[config.mk]
export PLATFORM = sky130hd
export DESIGN_NAME = arp_resolver_with_pending_queue_unit
export DESIGN_NICKNAME = d
export VERILOG_FILES = /design/src/arpr_pkg.sv /design/src/arpr_front.sv /design/src/arpr_back.sv /design/src/arp_resolver_with_pending_queue_unit.sv
export SDC_FILE = /design/constraint.sdc
export NUM_CORES = 2
export LEC_CHECK = 0
export BUFFER_PORTS_ARGS = -buffer_cell sky130_fd_sc_hd__buf_2
export CAP_MARGIN = 20
export CORE_MARGIN = 3
export CORE_UTILIZATION = 45
export CTS_BUF_LIST = sky130_fd_sc_hd__clkbuf_4 sky130_fd_sc_hd__clkbuf_8
export DETAILED_ROUTE_END_ITERATION = 16
export MAX_ROUTING_LAYER = met4
export PLACE_DENSITY = 0.64
export SLEW_MARGIN = 5
export SYNTH_ARGS = -nofsm -noshare
export SYNTH_HDL_FRONTEND = slang
export SYNTH_HIERARCHICAL = 1
export SYNTH_SLANG_ARGS = --single-unit
export TNS_END_PERCENT = 10
[constraint.sdc]
create_clock -name clk -period 21.4 [get_ports clk]
set_input_delay 1.07 -clock clk [delete_from_list [all_inputs] [get_ports clk]]
set_output_delay 1.07 -clock clk [all_outputs]
set_load 0.03 [all_outputs]
[src/arpr_pkg.sv]
package arpr_pkg;

	localparam int CACHE_ENTRIES    = 16;
	localparam int PENDING_REQUESTS = 8;
	localparam int WAITING_DGRAMS   = 16;
	localparam int MAX_RESULTS      = 16;
	localparam int FQ_DEPTH         = 2;

	localparam int CI_W  = (CACHE_ENTRIES > 1) ? $clog2(CACHE_ENTRIES) : 1;
	localparam int RI_W  = (PENDING_REQUESTS > 1) ? $clog2(PENDING_REQUESTS) : 1;
	localparam int WI_W  = (WAITING_DGRAMS > 1) ? $clog2(WAITING_DGRAMS) : 1;
	localparam int SI_A  = (CI_W > RI_W) ? CI_W : RI_W;
	localparam int SI_W  = (SI_A > WI_W) ? SI_A : WI_W;
	localparam int WC_W  = $clog2(WAITING_DGRAMS + 1);
	localparam int RC_W  = $clog2(MAX_RESULTS + 1);
	localparam int FQ_W  = (FQ_DEPTH > 1) ? $clog2(FQ_DEPTH) : 1;
	localparam int FC_W  = $clog2(FQ_DEPTH + 1);

	localparam logic [47:0] BCAST_MAC   = 48'hFFFF_FFFF_FFFF;
	localparam logic [15:0] ETH_IPV4    = 16'h0800;
	localparam logic [15:0] ETH_ARP     = 16'h0806;
	localparam logic [15:0] OPC_REQUEST = 16'd1;
	localparam logic [15:0] OPC_REPLY   = 16'd2;
	localparam logic [15:0] TTL_RESET   = 16'd30000;
	localparam logic [15:0] RETRY_RESET = 16'd5000;

	localparam logic [1:0] OP_SEND = 2'd0;
	localparam logic [1:0] OP_RECV = 2'd1;
	localparam logic [1:0] OP_TICK = 2'd2;

	localparam logic [1:0] REG_OWN_MAC = 2'd0;
	localparam logic [1:0] REG_OWN_IP  = 2'd1;
	localparam logic [1:0] REG_TTL     = 2'd2;
	localparam logic [1:0] REG_RETRY   = 2'd3;

	typedef enum logic [2:0] {
		ACT_NONE     = 3'd0,
		ACT_REQUEST  = 3'd1,
		ACT_REPLY    = 3'd2,
		ACT_TRANSMIT = 3'd3,
		ACT_DELIVER  = 3'd4,
		ACT_DROP     = 3'd5
	} action_t;

	typedef enum logic [2:0] {
		K_SILENT    = 3'd0,
		K_SEND      = 3'd1,
		K_DELIVER   = 3'd2,
		K_ARP_REQ   = 3'd3,
		K_ARP_REPLY = 3'd4,
		K_ARP_OTHER = 3'd5,
		K_TICK      = 3'd6
	} kind_t;

	typedef struct packed {
		kind_t       kind;
		logic [7:0]  handle;
		logic [31:0] ip;
		logic [47:0] mac;
		logic        tip_own;
		logic [15:0] elapsed;
	} item_t;

	typedef struct packed {
		action_t     action;
		logic [47:0] dest_mac;
		logic [31:0] target_ip;
		logic [47:0] target_mac;
		logic [7:0]  handle;
	} result_t;

endpackage

[src/arpr_front.sv]
module arpr_front import arpr_pkg::*; (
	input  logic        clk,
	input  logic        arst_n,
	input  logic        start,
	output logic        busy,
	input  logic [1:0]  operation,
	input  logic [7:0]  dgram_handle,
	input  logic [31:0] gateway_ip,
	input  logic [47:0] frame_dst_mac,
	input  logic [15:0] frame_ethertype,
	input  logic        payload_ok,
	input  logic [15:0] arp_opcode,
	input  logic [47:0] arp_sender_mac,
	input  logic [31:0] arp_sender_ip,
	input  logic [31:0] arp_target_ip_in,
	input  logic [15:0] elapsed_ms,
	input  logic [47:0] own_mac,
	input  logic [31:0] own_ip,
	output item_t       item,
	output logic        item_valid,
	input  logic        item_pop
);

	item_t            new_item;
	kind_t            kind;
	item_t            fifo_q [FQ_DEPTH];
	logic [FQ_W-1:0]  wr_q;
	logic [FQ_W-1:0]  rd_q;
	logic [FC_W-1:0]  count_q;
	logic             push;

	// classify the item
	always_comb begin
		kind = K_SILENT;
		unique case (operation)
			OP_SEND: kind = K_SEND;
			OP_TICK: kind = K_TICK;
			OP_RECV: begin
				if ((frame_dst_mac == own_mac || frame_dst_mac == BCAST_MAC) && payload_ok) begin
					if (frame_ethertype == ETH_IPV4) begin
						kind = K_DELIVER;
					end else if (frame_ethertype == ETH_ARP) begin
						if (arp_opcode == OPC_REQUEST) kind = K_ARP_REQ;
						else if (arp_opcode == OPC_REPLY) kind = K_ARP_REPLY;
						else kind = K_ARP_OTHER;
					end
				end
			end
			default: kind = K_SILENT;
		endcase
	end

	always_comb begin
		new_item.kind    = kind;
		new_item.handle  = dgram_handle;
		new_item.ip      = (operation == OP_SEND) ? gateway_ip : arp_sender_ip;
		new_item.mac     = arp_sender_mac;
		new_item.tip_own = (arp_target_ip_in == own_ip);
		new_item.elapsed = elapsed_ms;
	end

	assign busy       = (count_q == FC_W'(FQ_DEPTH));
	assign push       = start && !busy;
	assign item_valid = (count_q != '0);
	assign item       = fifo_q[rd_q];

	always_ff @(posedge clk or negedge arst_n) begin
		if (!arst_n) begin
			wr_q    <= '0;
			rd_q    <= '0;
			count_q <= '0;
		end else begin
			if (push) wr_q <= (wr_q == FQ_W'(FQ_DEPTH - 1)) ? '0 : wr_q + FQ_W'(1);
			if (item_pop) rd_q <= (rd_q == FQ_W'(FQ_DEPTH - 1)) ? '0 : rd_q + FQ_W'(1);
			if (push && !item_pop) count_q <= count_q + FC_W'(1);
			else if (!push && item_pop) count_q <= count_q - FC_W'(1);
		end
	end

	always_ff @(posedge clk) begin
		if (push) fifo_q[wr_q] <= new_item;
	end

endmodule

[src/arpr_back.sv]
module arpr_back import arpr_pkg::*; (
	input  logic        clk,
	input  logic        arst_n,
	input  item_t       item,
	input  logic        item_valid,
	output logic        item_pop,
	input  logic [15:0] mapping_ttl_ms,
	input  logic [15:0] arp_retry_ms,
	output result_t     res,
	output logic        res_valid,
	output logic        res_last
);

	typedef enum logic [6:0] {
		ST_IDLE  = 7'b0000001,
		ST_CSCAN = 7'b0000010,
		ST_CWR   = 7'b0000100,
		ST_RSCAN = 7'b0001000,
		ST_RWR   = 7'b0010000,
		ST_WSCAN = 7'b0100000,
		ST_OUT   = 7'b1000000
	} state_t;

	function automatic result_t mk(action_t a, logic [47:0] dm, logic [31:0] tip,
		logic [47:0] tm, logic [7:0] h);
		result_t r;
		r.action     = a;
		r.dest_mac   = dm;
		r.target_ip  = tip;
		r.target_mac = tm;
		r.handle     = h;
		return r;
	endfunction

	state_t state_q;
	item_t  cur_q;

	logic [CACHE_ENTRIES-1:0]    c_valid_q;
	logic [31:0]                 c_ip_q  [CACHE_ENTRIES];
	logic [47:0]                 c_mac_q [CACHE_ENTRIES];
	logic [15:0]                 c_age_q [CACHE_ENTRIES];
	logic [PENDING_REQUESTS-1:0] r_valid_q;
	logic [31:0]                 r_ip_q  [PENDING_REQUESTS];
	logic [15:0]                 r_age_q [PENDING_REQUESTS];
	logic [31:0]                 w_ip_q  [WAITING_DGRAMS];
	logic [7:0]                  w_hdl_q [WAITING_DGRAMS];

	logic [SI_W-1:0] idx_q, match_q, free_q, old_q;
	logic            found_q, free_v_q;
	logic [15:0]     old_age_q;
	logic [WC_W-1:0] wcnt_q, wptr_q;
	logic [RC_W-1:0] rel_n_q;
	logic            drop_q, hold_v_q;
	result_t         hold_q;
	logic            res_valid_q, res_last_q;
	result_t         res_q;

	logic [CI_W-1:0] ci, cslot;
	logic [RI_W-1:0] ri, rslot;
	logic [WI_W-1:0] wi;
	logic            c_hit, r_hit, w_hit, c_expire, r_expire, c_last, r_last, w_last;
	logic [16:0]     c_sum, r_sum;
	logic            c_age_we, c_fill, r_age_we, r_fill, w_push, w_move;
	logic            emit_v, emit_last;
	result_t         emit_r;

	assign ci    = idx_q[CI_W-1:0];
	assign ri    = idx_q[RI_W-1:0];
	assign wi    = idx_q[WI_W-1:0];
	assign c_hit = c_valid_q[ci] && (c_ip_q[ci] == cur_q.ip);
	assign r_hit = r_valid_q[ri] && (r_ip_q[ri] == cur_q.ip);
	assign w_hit = (w_ip_q[wi] == cur_q.ip) && (rel_n_q < RC_W'(MAX_RESULTS));
	assign c_sum = {1'b0, c_age_q[ci]} + {1'b0, cur_q.elapsed};
	assign r_sum = {1'b0, r_age_q[ri]} + {1'b0, cur_q.elapsed};
	assign c_expire = c_sum > {1'b0, mapping_ttl_ms};
	assign r_expire = r_sum > {1'b0, arp_retry_ms};
	assign c_last = (idx_q == SI_W'(CACHE_ENTRIES - 1));
	assign r_last = (idx_q == SI_W'(PENDING_REQUESTS - 1));
	assign w_last = (WC_W'(idx_q) + WC_W'(1) == wcnt_q);

	// learn slot: matching entry, else first free, else oldest
	assign cslot = found_q ? match_q[CI_W-1:0] : (free_v_q ? free_q[CI_W-1:0] : old_q[CI_W-1:0]);
	assign rslot = free_v_q ? free_q[RI_W-1:0] : old_q[RI_W-1:0];

	assign item_pop = (state_q == ST_IDLE) && item_valid;

	assign c_age_we = (state_q == ST_CSCAN) && (cur_q.kind == K_TICK) && c_valid_q[ci] && !c_expire;
	assign c_fill   = (state_q == ST_CWR);
	assign r_age_we = (state_q == ST_RSCAN) && (cur_q.kind == K_TICK) && r_valid_q[ri] && !r_expire;
	assign r_fill   = (state_q == ST_RWR) && !found_q;
	assign w_push   = (state_q == ST_CSCAN) && (cur_q.kind == K_SEND) && !c_hit && c_last
		&& (wcnt_q < WC_W'(WAITING_DGRAMS));
	assign w_move   = (state_q == ST_WSCAN) && !w_hit;

	// result emission
	always_comb begin
		emit_v    = 1'b0;
		emit_last = 1'b0;
		emit_r    = mk(ACT_NONE, '0, '0, '0, '0);
		if (state_q == ST_WSCAN && w_hit && hold_v_q) begin
			emit_v = 1'b1;
			emit_r = hold_q;
		end else if (state_q == ST_OUT) begin
			emit_v = 1'b1;
			if (drop_q) begin
				emit_last = !hold_v_q;
				emit_r    = mk(ACT_DROP, '0, '0, '0, cur_q.handle);
			end else begin
				emit_last = 1'b1;
				if (hold_v_q) emit_r = hold_q;
			end
		end
	end

	always_ff @(posedge clk or negedge arst_n) begin
		if (!arst_n) begin
			state_q     <= ST_IDLE;
			c_valid_q   <= '0;
			r_valid_q   <= '0;
			idx_q       <= '0;
			match_q     <= '0;
			free_q      <= '0;
			old_q       <= '0;
			found_q     <= 1'b0;
			free_v_q    <= 1'b0;
			old_age_q   <= '0;
			wcnt_q      <= '0;
			wptr_q      <= '0;
			rel_n_q     <= '0;
			drop_q      <= 1'b0;
			hold_v_q    <= 1'b0;
			hold_q      <= mk(ACT_NONE, '0, '0, '0, '0);
			res_valid_q <= 1'b0;
			res_last_q  <= 1'b0;
			res_q       <= mk(ACT_NONE, '0, '0, '0, '0);
		end else begin
			res_valid_q <= emit_v;
			res_last_q  <= emit_last;
			res_q       <= emit_r;
			unique case (state_q)
				ST_IDLE: begin
					idx_q    <= '0;
					drop_q   <= 1'b0;
					hold_v_q <= 1'b0;
					rel_n_q  <= '0;
					wptr_q   <= '0;
					if (item_valid) begin
						unique case (item.kind)
							K_DELIVER: begin
								hold_v_q <= 1'b1;
								hold_q   <= mk(ACT_DELIVER, '0, '0, '0, item.handle);
								state_q  <= ST_OUT;
							end
							K_SILENT: state_q <= ST_OUT;
							default:  state_q <= ST_CSCAN;
						endcase
					end
				end
				ST_CSCAN: begin
					if (idx_q == '0) begin
						found_q   <= c_hit;
						match_q   <= idx_q;
						free_v_q  <= !c_valid_q[ci];
						free_q    <= idx_q;
						old_q     <= idx_q;
						old_age_q <= c_age_q[ci];
					end else begin
						if (c_hit && !found_q) begin
							found_q <= 1'b1;
							match_q <= idx_q;
						end
						if (!c_valid_q[ci] && !free_v_q) begin
							free_v_q <= 1'b1;
							free_q   <= idx_q;
						end
						if (c_valid_q[ci] && c_age_q[ci] > old_age_q) begin
							old_q     <= idx_q;
							old_age_q <= c_age_q[ci];
						end
					end
					if (cur_q.kind == K_TICK && c_valid_q[ci] && c_expire) c_valid_q[ci] <= 1'b0;
					if (cur_q.kind == K_SEND && c_hit) begin
						hold_v_q <= 1'b1;
						hold_q   <= mk(ACT_TRANSMIT, c_mac_q[ci], '0, '0, cur_q.handle);
						state_q  <= ST_OUT;
					end else if (c_last) begin
						idx_q <= '0;
						if (cur_q.kind == K_SEND) begin
							if (w_push) wcnt_q <= wcnt_q + WC_W'(1);
							else drop_q <= 1'b1;
							state_q <= ST_RSCAN;
						end else if (cur_q.kind == K_TICK) begin
							state_q <= ST_RSCAN;
						end else begin
							state_q <= ST_CWR;
						end
					end else begin
						idx_q <= idx_q + SI_W'(1);
					end
				end
				ST_CWR: begin
					c_valid_q[cslot] <= 1'b1;
					idx_q            <= '0;
					if (cur_q.kind == K_ARP_REQ) begin
						hold_v_q <= cur_q.tip_own;
						hold_q   <= mk(ACT_REPLY, cur_q.mac, cur_q.ip, cur_q.mac, '0);
						state_q  <= ST_OUT;
					end else if (cur_q.kind == K_ARP_REPLY && wcnt_q != '0) begin
						state_q <= ST_WSCAN;
					end else begin
						state_q <= ST_OUT;
					end
				end
				ST_RSCAN: begin
					if (idx_q == '0) begin
						found_q   <= r_hit;
						free_v_q  <= !r_valid_q[ri];
						free_q    <= idx_q;
						old_q     <= idx_q;
						old_age_q <= r_age_q[ri];
					end else begin
						if (r_hit) found_q <= 1'b1;
						if (!r_valid_q[ri] && !free_v_q) begin
							free_v_q <= 1'b1;
							free_q   <= idx_q;
						end
						if (r_valid_q[ri] && r_age_q[ri] > old_age_q) begin
							old_q     <= idx_q;
							old_age_q <= r_age_q[ri];
						end
					end
					if (cur_q.kind == K_TICK && r_valid_q[ri] && r_expire) r_valid_q[ri] <= 1'b0;
					if (r_last) state_q <= (cur_q.kind == K_TICK) ? ST_OUT : ST_RWR;
					else idx_q <= idx_q + SI_W'(1);
				end
				ST_RWR: begin
					if (!found_q) begin
						r_valid_q[rslot] <= 1'b1;
						hold_v_q         <= 1'b1;
						hold_q           <= mk(ACT_REQUEST, BCAST_MAC, cur_q.ip, '0, '0);
					end
					state_q <= ST_OUT;
				end
				ST_WSCAN: begin
					if (w_hit) begin
						rel_n_q  <= rel_n_q + RC_W'(1);
						hold_v_q <= 1'b1;
						hold_q   <= mk(ACT_TRANSMIT, cur_q.mac, '0, '0, w_hdl_q[wi]);
					end else begin
						wptr_q <= wptr_q + WC_W'(1);
					end
					if (w_last) begin
						wcnt_q  <= w_hit ? wptr_q : wptr_q + WC_W'(1);
						state_q <= ST_OUT;
					end else begin
						idx_q <= idx_q + SI_W'(1);
					end
				end
				ST_OUT: begin
					if (drop_q) begin
						drop_q <= 1'b0;
						if (!hold_v_q) state_q <= ST_IDLE;
					end else begin
						hold_v_q <= 1'b0;
						state_q  <= ST_IDLE;
					end
				end
				default: state_q <= ST_IDLE;
			endcase
		end
	end

	always_ff @(posedge clk) begin
		if (item_pop) cur_q <= item;
		if (c_age_we) c_age_q[ci] <= c_sum[15:0];
		if (c_fill) begin
			c_ip_q[cslot]  <= cur_q.ip;
			c_mac_q[cslot] <= cur_q.mac;
			c_age_q[cslot] <= '0;
		end
		if (r_age_we) r_age_q[ri] <= r_sum[15:0];
		if (r_fill) begin
			r_ip_q[rslot]  <= cur_q.ip;
			r_age_q[rslot] <= '0;
		end
		if (w_push) begin
			w_ip_q[wcnt_q[WI_W-1:0]]  <= cur_q.ip;
			w_hdl_q[wcnt_q[WI_W-1:0]] <= cur_q.handle;
		end
		if (w_move) begin
			w_ip_q[wptr_q[WI_W-1:0]]  <= w_ip_q[wi];
			w_hdl_q[wptr_q[WI_W-1:0]] <= w_hdl_q[wi];
		end
	end

	assign res       = res_q;
	assign res_valid = res_valid_q;
	assign res_last  = res_last_q;

`ifndef ASSERT_OFF
	a_state_onehot: assert property (@(posedge clk) disable iff (!arst_n)
		$onehot(state_q)) else $error("engine state not one-hot");
	a_gap_after_last: assert property (@(posedge clk) disable iff (!arst_n)
		res_valid_q && res_last_q |=> !res_valid_q) else $error("beat right after last");
	a_wcnt_range: assert property (@(posedge clk) disable iff (!arst_n)
		wcnt_q <= WC_W'(WAITING_DGRAMS)) else $error("wait queue count overflow");
`endif

endmodule

[src/arp_resolver_with_pending_queue_unit.sv]
// arp resolver: sends, received frames and ticks enter on start/busy and each
// produces one or more result beats on result_valid, the final one flagged by
// last; results cannot be stalled. a two-entry command queue decouples the
// classifier from the engine, so busy rises only when both entries wait. the
// engine walks its tables one entry per clock, after an idle state that picks
// up the next command, and ends in an output state that gives the remaining
// beats: a tick walks the cache then the request table; a send that hits
// stops its cache walk at the matching entry; a send that misses walks the
// cache and the request table, and gives a drop beat when the wait queue is full;
// an arp frame walks the cache, and a reply then walks the queued datagrams
// (released beats come out during that walk); a delivered ipv4 frame or a
// filtered frame skips the tables. each beat leaves through an output
// register, in the cycle after the engine forms it. config writes are
// taken at any time but belong in idle periods.
module arp_resolver_with_pending_queue_unit import arpr_pkg::*; (
	input  logic        clk,
	input  logic        arst_n,
	input  logic        start,
	output logic        busy,
	input  logic [1:0]  operation,
	input  logic [7:0]  dgram_handle,
	input  logic [31:0] gateway_ip,
	input  logic [47:0] frame_dst_mac,
	input  logic [15:0] frame_ethertype,
	input  logic        payload_ok,
	input  logic [15:0] arp_opcode,
	input  logic [47:0] arp_sender_mac,
	input  logic [31:0] arp_sender_ip,
	input  logic [31:0] arp_target_ip_in,
	input  logic [15:0] elapsed_ms,
	input  logic        cfg_we,
	input  logic [1:0]  cfg_index,
	input  logic [47:0] cfg_wdata,
	output logic        result_valid,
	output logic [2:0]  action,
	output logic [47:0] dest_mac,
	output logic [31:0] arp_target_ip_out,
	output logic [47:0] arp_target_mac,
	output logic [7:0]  out_handle,
	output logic        last
);

	// configuration registers
	logic [47:0] own_mac_q;
	logic [31:0] own_ip_q;
	logic [15:0] ttl_q;
	logic [15:0] retry_q;

	// front to back command queue
	item_t   item;
	logic    item_valid;
	logic    item_pop;
	result_t res;

	always_ff @(posedge clk or negedge arst_n) begin
		if (!arst_n) begin
			own_mac_q <= '0;
			own_ip_q  <= '0;
			ttl_q     <= TTL_RESET;
			retry_q   <= RETRY_RESET;
		end else if (cfg_we) begin
			unique case (cfg_index)
				REG_OWN_MAC: own_mac_q <= cfg_wdata;
				REG_OWN_IP:  own_ip_q  <= cfg_wdata[31:0];
				REG_TTL:     ttl_q     <= cfg_wdata[15:0];
				REG_RETRY:   retry_q   <= cfg_wdata[15:0];
				default:     ;
			endcase
		end
	end

	// classify and buffer incoming commands
	arpr_front u_front (
		.clk              (clk),
		.arst_n           (arst_n),
		.start            (start),
		.busy             (busy),
		.operation        (operation),
		.dgram_handle     (dgram_handle),
		.gateway_ip       (gateway_ip),
		.frame_dst_mac    (frame_dst_mac),
		.frame_ethertype  (frame_ethertype),
		.payload_ok       (payload_ok),
		.arp_opcode       (arp_opcode),
		.arp_sender_mac   (arp_sender_mac),
		.arp_sender_ip    (arp_sender_ip),
		.arp_target_ip_in (arp_target_ip_in),
		.elapsed_ms       (elapsed_ms),
		.own_mac          (own_mac_q),
		.own_ip           (own_ip_q),
		.item             (item),
		.item_valid       (item_valid),
		.item_pop         (item_pop)
	);

	// table engine: cache, pending requests, waiting datagrams
	arpr_back u_back (
		.clk            (clk),
		.arst_n         (arst_n),
		.item           (item),
		.item_valid     (item_valid),
		.item_pop       (item_pop),
		.mapping_ttl_ms (ttl_q),
		.arp_retry_ms   (retry_q),
		.res            (res),
		.res_valid      (result_valid),
		.res_last       (last)
	);

	// result beat fields
	assign action            = res.action;
	assign dest_mac          = res.dest_mac;
	assign arp_target_ip_out = res.target_ip;
	assign arp_target_mac    = res.target_mac;
	assign out_handle        = res.handle;

endmodule

==> flow_summary.json <==
{
  "status": "finished, final reports clean",
  "synth_warnings": 6,
  "io_pins": 447,
  "drive_gt1_share_pct": 23.9,
  "reg2reg_depth": 24,
  "num_rows": 200,
  "syn_nets": 8795,
  "remaining_drc_errors": 0,
  "synth_area_sq_um": 135000,
  "vias_per_cell": 6.09,
  "synth_edf_count": 2884,
  "crit_type": "reg -> reg",
  "htreeDepth": 6,
  "fillerInstances": 24218,
  "syn_inst": 8383,
  "ctsResizeCount": 0,
  "synthArstFlopShare_pct": 14.2,
  "coreArea_sq_um": 298000,
  "grt_max_degree": 114,
  "p_per_area_nw_per_um2": 145,
  "rsz0062_at_grt": "false",
  "antenna_found_initial": 19,
  "swShare_pct": 36.7,
  "critical_path.endpoint_type": "flop",
  "dieArea_sq_um": 307000,
  "layout_common_cells": "edfxtp_1, clkbuf_8, mux2_2",
  "cts_tree": "yes",
  "ant_nets": 0,
  "finalSetupViolCount": 0,
  "maxSlewViolCount": 0,
  "cts_root_buf": "clkbuf_8",
  "track_usage_pct": 26.6,
  "clk-insertion-delay-late_ps": 1080,
  "grt_pass1_wl_um": 583000,
  "synth-seq-cells": 3362,
  "cts.sinks": 3362,
  "nets": 9519,
  "die_h_um": 554,
  "hold_path_end": "u_front/fifo_q[1][40]$_DFFE_PP_",
  "r2r_start": "u_back/ci[0]$_DFFE_PN0P_",
  "r2r-end": "u_back/c_age_q[10][9]$_DFFE_PP_",
  "worstMarginPinSlew_ps": 1180,
  "fmax_ghz": 0.0981,
  "maxCapViolCount": 0,
  "peakVddDrop_mv": 0.156,
  "layout.cells.most_common": "edfxtp_1",
  "clk_pin_slew_ps": 60,
  "vias": 82090,
  "postRouteWirelength_um": 408000,
  "cp_max_fo": 54,
  "avgRoutedWirePerCell_um": 30.3,
  "port_buffers": 446,
  "finalHoldViolCount": 0,
  "clockPowerShare_pct": 25.3,
  "cp.required_ps": 22040,
  "min_delay_path_depth": 1,
  "area_growth_pct": 13.4,
  "fin_skew_ps": 84.8,
  "seq_area_frac_synth_pct": 72.9,
  "avgSynthCellArea_sq_um": 16.1,
  "min_path_type": "in -> reg",
  "rrSetupSlack_ps": 11200,
  "grt_pass1_vias": 82476,
  "gp_congestion": 0.926,
  "cts_buffers": 545,
  "multiInputGateArea_sq_um": 33900,
  "dr.pass1.iters": 9,
  "drtIter0Drc": 10138,
  "p_leak_nw": 53.3,
  "synth_top_flop_cell": "edfxtp_1",
  "crit_arrival_ps": 10840,
  "start_kind": "flop",
  "start_util_pct": 45.4,
  "grt_overflow": 0,
  "p_seq_share_pct": 41.3,
  "regArea_sq_um": 98600,
  "setup_tns_ps": 0,
  "fp.dieW_um": 554,
  "min_period_ps": 10200,
  "holdCritStartpoint": "arp_sender_mac[23]",
  "slew_headroom_pct": 21.0,
  "min_period_over_period_pct": 47.6,
  "ys_types": 97,
  "total_power_mw": 22.2,
  "p_switching_mw": 8.16,
  "power.internal_mw": 14.1,
  "p_comb_share_pct": 33.5,
  "clock_path_buffers": 4,
  "post-dp-hpwl_um": 231000
}
## worst max-delay path by stage
stage | slack [ps] | cells past startpoint | from | to
after floorplan | 13180 | 33 | u_back/ci[2]$_DFFE_PN0P_ | u_back/r_age_q[3][0]$_DFFE_PP_
after global placement | 11390 | 25 | u_back/ci[0]$_DFFE_PN0P_ | u_back/c_age_q[10][3]$_DFFE_PP_
after detailed placement | 11370 | 25 | u_back/ci[0]$_DFFE_PN0P_ | u_back/c_age_q[10][9]$_DFFE_PP_
after CTS | 11240 | 25 | u_back/ci[0]$_DFFE_PN0P_ | u_back/c_age_q[10][9]$_DFFE_PP_
after global routing | 10590 | 25 | u_back/ci[0]$_DFFE_PN0P_ | u_back/c_age_q[9][14]$_DFFE_PP_
final | 11200 | 24 | u_back/ci[0]$_DFFE_PN0P_ | u_back/c_age_q[10][9]$_DFFE_PP_
## registers in the layout, indices dropped and copies added, names as in the netlist, 5 cells and up
name	count
own_ip_q	32
own_mac_q	48
retry_q	16
ttl_q	16
u_back/c_age_q	256
u_back/c_ip_q	512
u_back/c_mac_q	768
u_back/c_valid_q	16
u_back/cur_q	108
u_back/hold_q	139
u_back/old_age_q	16
u_back/r_age_q	128
u_back/r_ip_q	256
u_back/r_valid_q	8
u_back/rel_n_q	5
u_back/res	139
u_back/state_q	7
u_back/w_hdl_q	128
u_back/w_ip_q	512
u_back/wcnt_q	5
u_back/wptr_q	5
u_front/fifo_q	216
## worst max-delay path: stages (launching register included)
cell,delay (ps)
dfrtp_4,870
buf_4,390
buf_4,730
and3b_4,650
buf_4,650
a21oi_1,130
o21ai_0,170
o21ai_0,180
a211oi_1,760
ha_1,430
and3_1,200
a211oi_1,500
nor4b_1,160
o31ai_1,330
nor3b_1,310
nor2_1,90
ha_1,310
nand4_1,100
nor4_1,190
nand4_1,170
a221oi_1,260
o21ai_0,320
nor2_1,530
nand3_1,390
a21oi_2,900
## metal layers
layer,vias up,wire (um),global-route usage [%]
li1,34243,-,-
met1,41970,159000,35.1
met2,4957,192000,41.3
met3,920,40100,4.55
met4,0,17100,10.9
met5,-,0,-
## metrics by stage
stage | hold slack, ps | utilization [%] | area [sq um] | instances | setup slack [ps]
after CTS | 104 | 51.4 | 153000 | 13462 | 11240
final | 215 | 51.5 | 153000 | 13480 | 11200
after global placement | 459 | 47.8 | 142000 | 12496 | 11390
after floorplan | 445 | - | 135000 | 8383 | 13180
after detailed placement | 463 | 47.8 | 142000 | 12498 | 11370
after global routing | 153 | 51.5 | 153000 | 13475 | 10590
## area by class of cell
type                       count  area share [%]
antenna                       18          0.0294
multi-input combinational   4317            22.1
clock inverter               201           0.989
timing repair buffer         689            2.74
clock buffer                 762            6.15
inverter                     192           0.499
sequential                  3362            64.3
tap                         3939            3.21
## cells by family after synthesis
group | synth area share (%)
compound gates | 8.57
xor+xnor | 1.27
fa+ha+maj | 1.00
buf+inv | 2.36
flops | 72.9
mux | 9.24
simple gates | 4.64
## power groups by stage
stage               Clock [mW]  Combinational, mW  Sequential, mW
floorplan                    0               4.40            9.20
global placement             0               7.25            9.29
detailed placement           0               7.35            9.32
CTS                       5.71               7.38            9.19
global route              6.01               7.88            9.23
finish                    5.62               7.44            9.19
## synth_stat cells (18+ instances only)
cell type / number / area (sq um)
buf_1: 69 / 259
o221ai_1: 32 / 280
nor3_1: 30 / 150
a211oi_1: 32 / 240
nor2_1: 266 / 998
o21ai_0: 293 / 1470
buf_2: 144 / 721
xnor2_1: 69 / 604
mux2_1: 61 / 687
nand2_1: 494 / 1850
mux4_2: 81 / 1820
a31oi_1: 44 / 275
mux2i_1: 442 / 4420
a222oi_1: 18 / 180
inv_1: 190 / 713
a22oi_1: 197 / 1480
a221o_1: 104 / 1040
mux2_2: 494 / 5560
o22ai_1: 29 / 181
edfxtp_1: 2884 / 86600
ha_1: 105 / 1310
a21o_1: 40 / 300
a21oi_1: 339 / 1700
buf_4: 28 / 210
and3_1: 24 / 150
nand3_1: 73 / 365
buf_6: 31 / 349
dfrtp_1: 465 / 11600
nor4_1: 41 / 257
a22o_1: 71 / 622
and2_1: 174 / 1090
a221oi_1: 227 / 1990
xor2_1: 127 / 1110
clkbuf_1: 227 / 852
o2bb2ai_1: 41 / 359
nand4_1: 56 / 350
nor2b_1: 27 / 169
## what timing repair did
| action | in CTS | in global routing |
|---|---|---|
| hold buffers | 1 | 0 |
| setup buffers | 0 | 0 |
| endpoints found under the hold margin | 34 | 0 |
No activity file was read; power rests on OpenSTA's default activity.
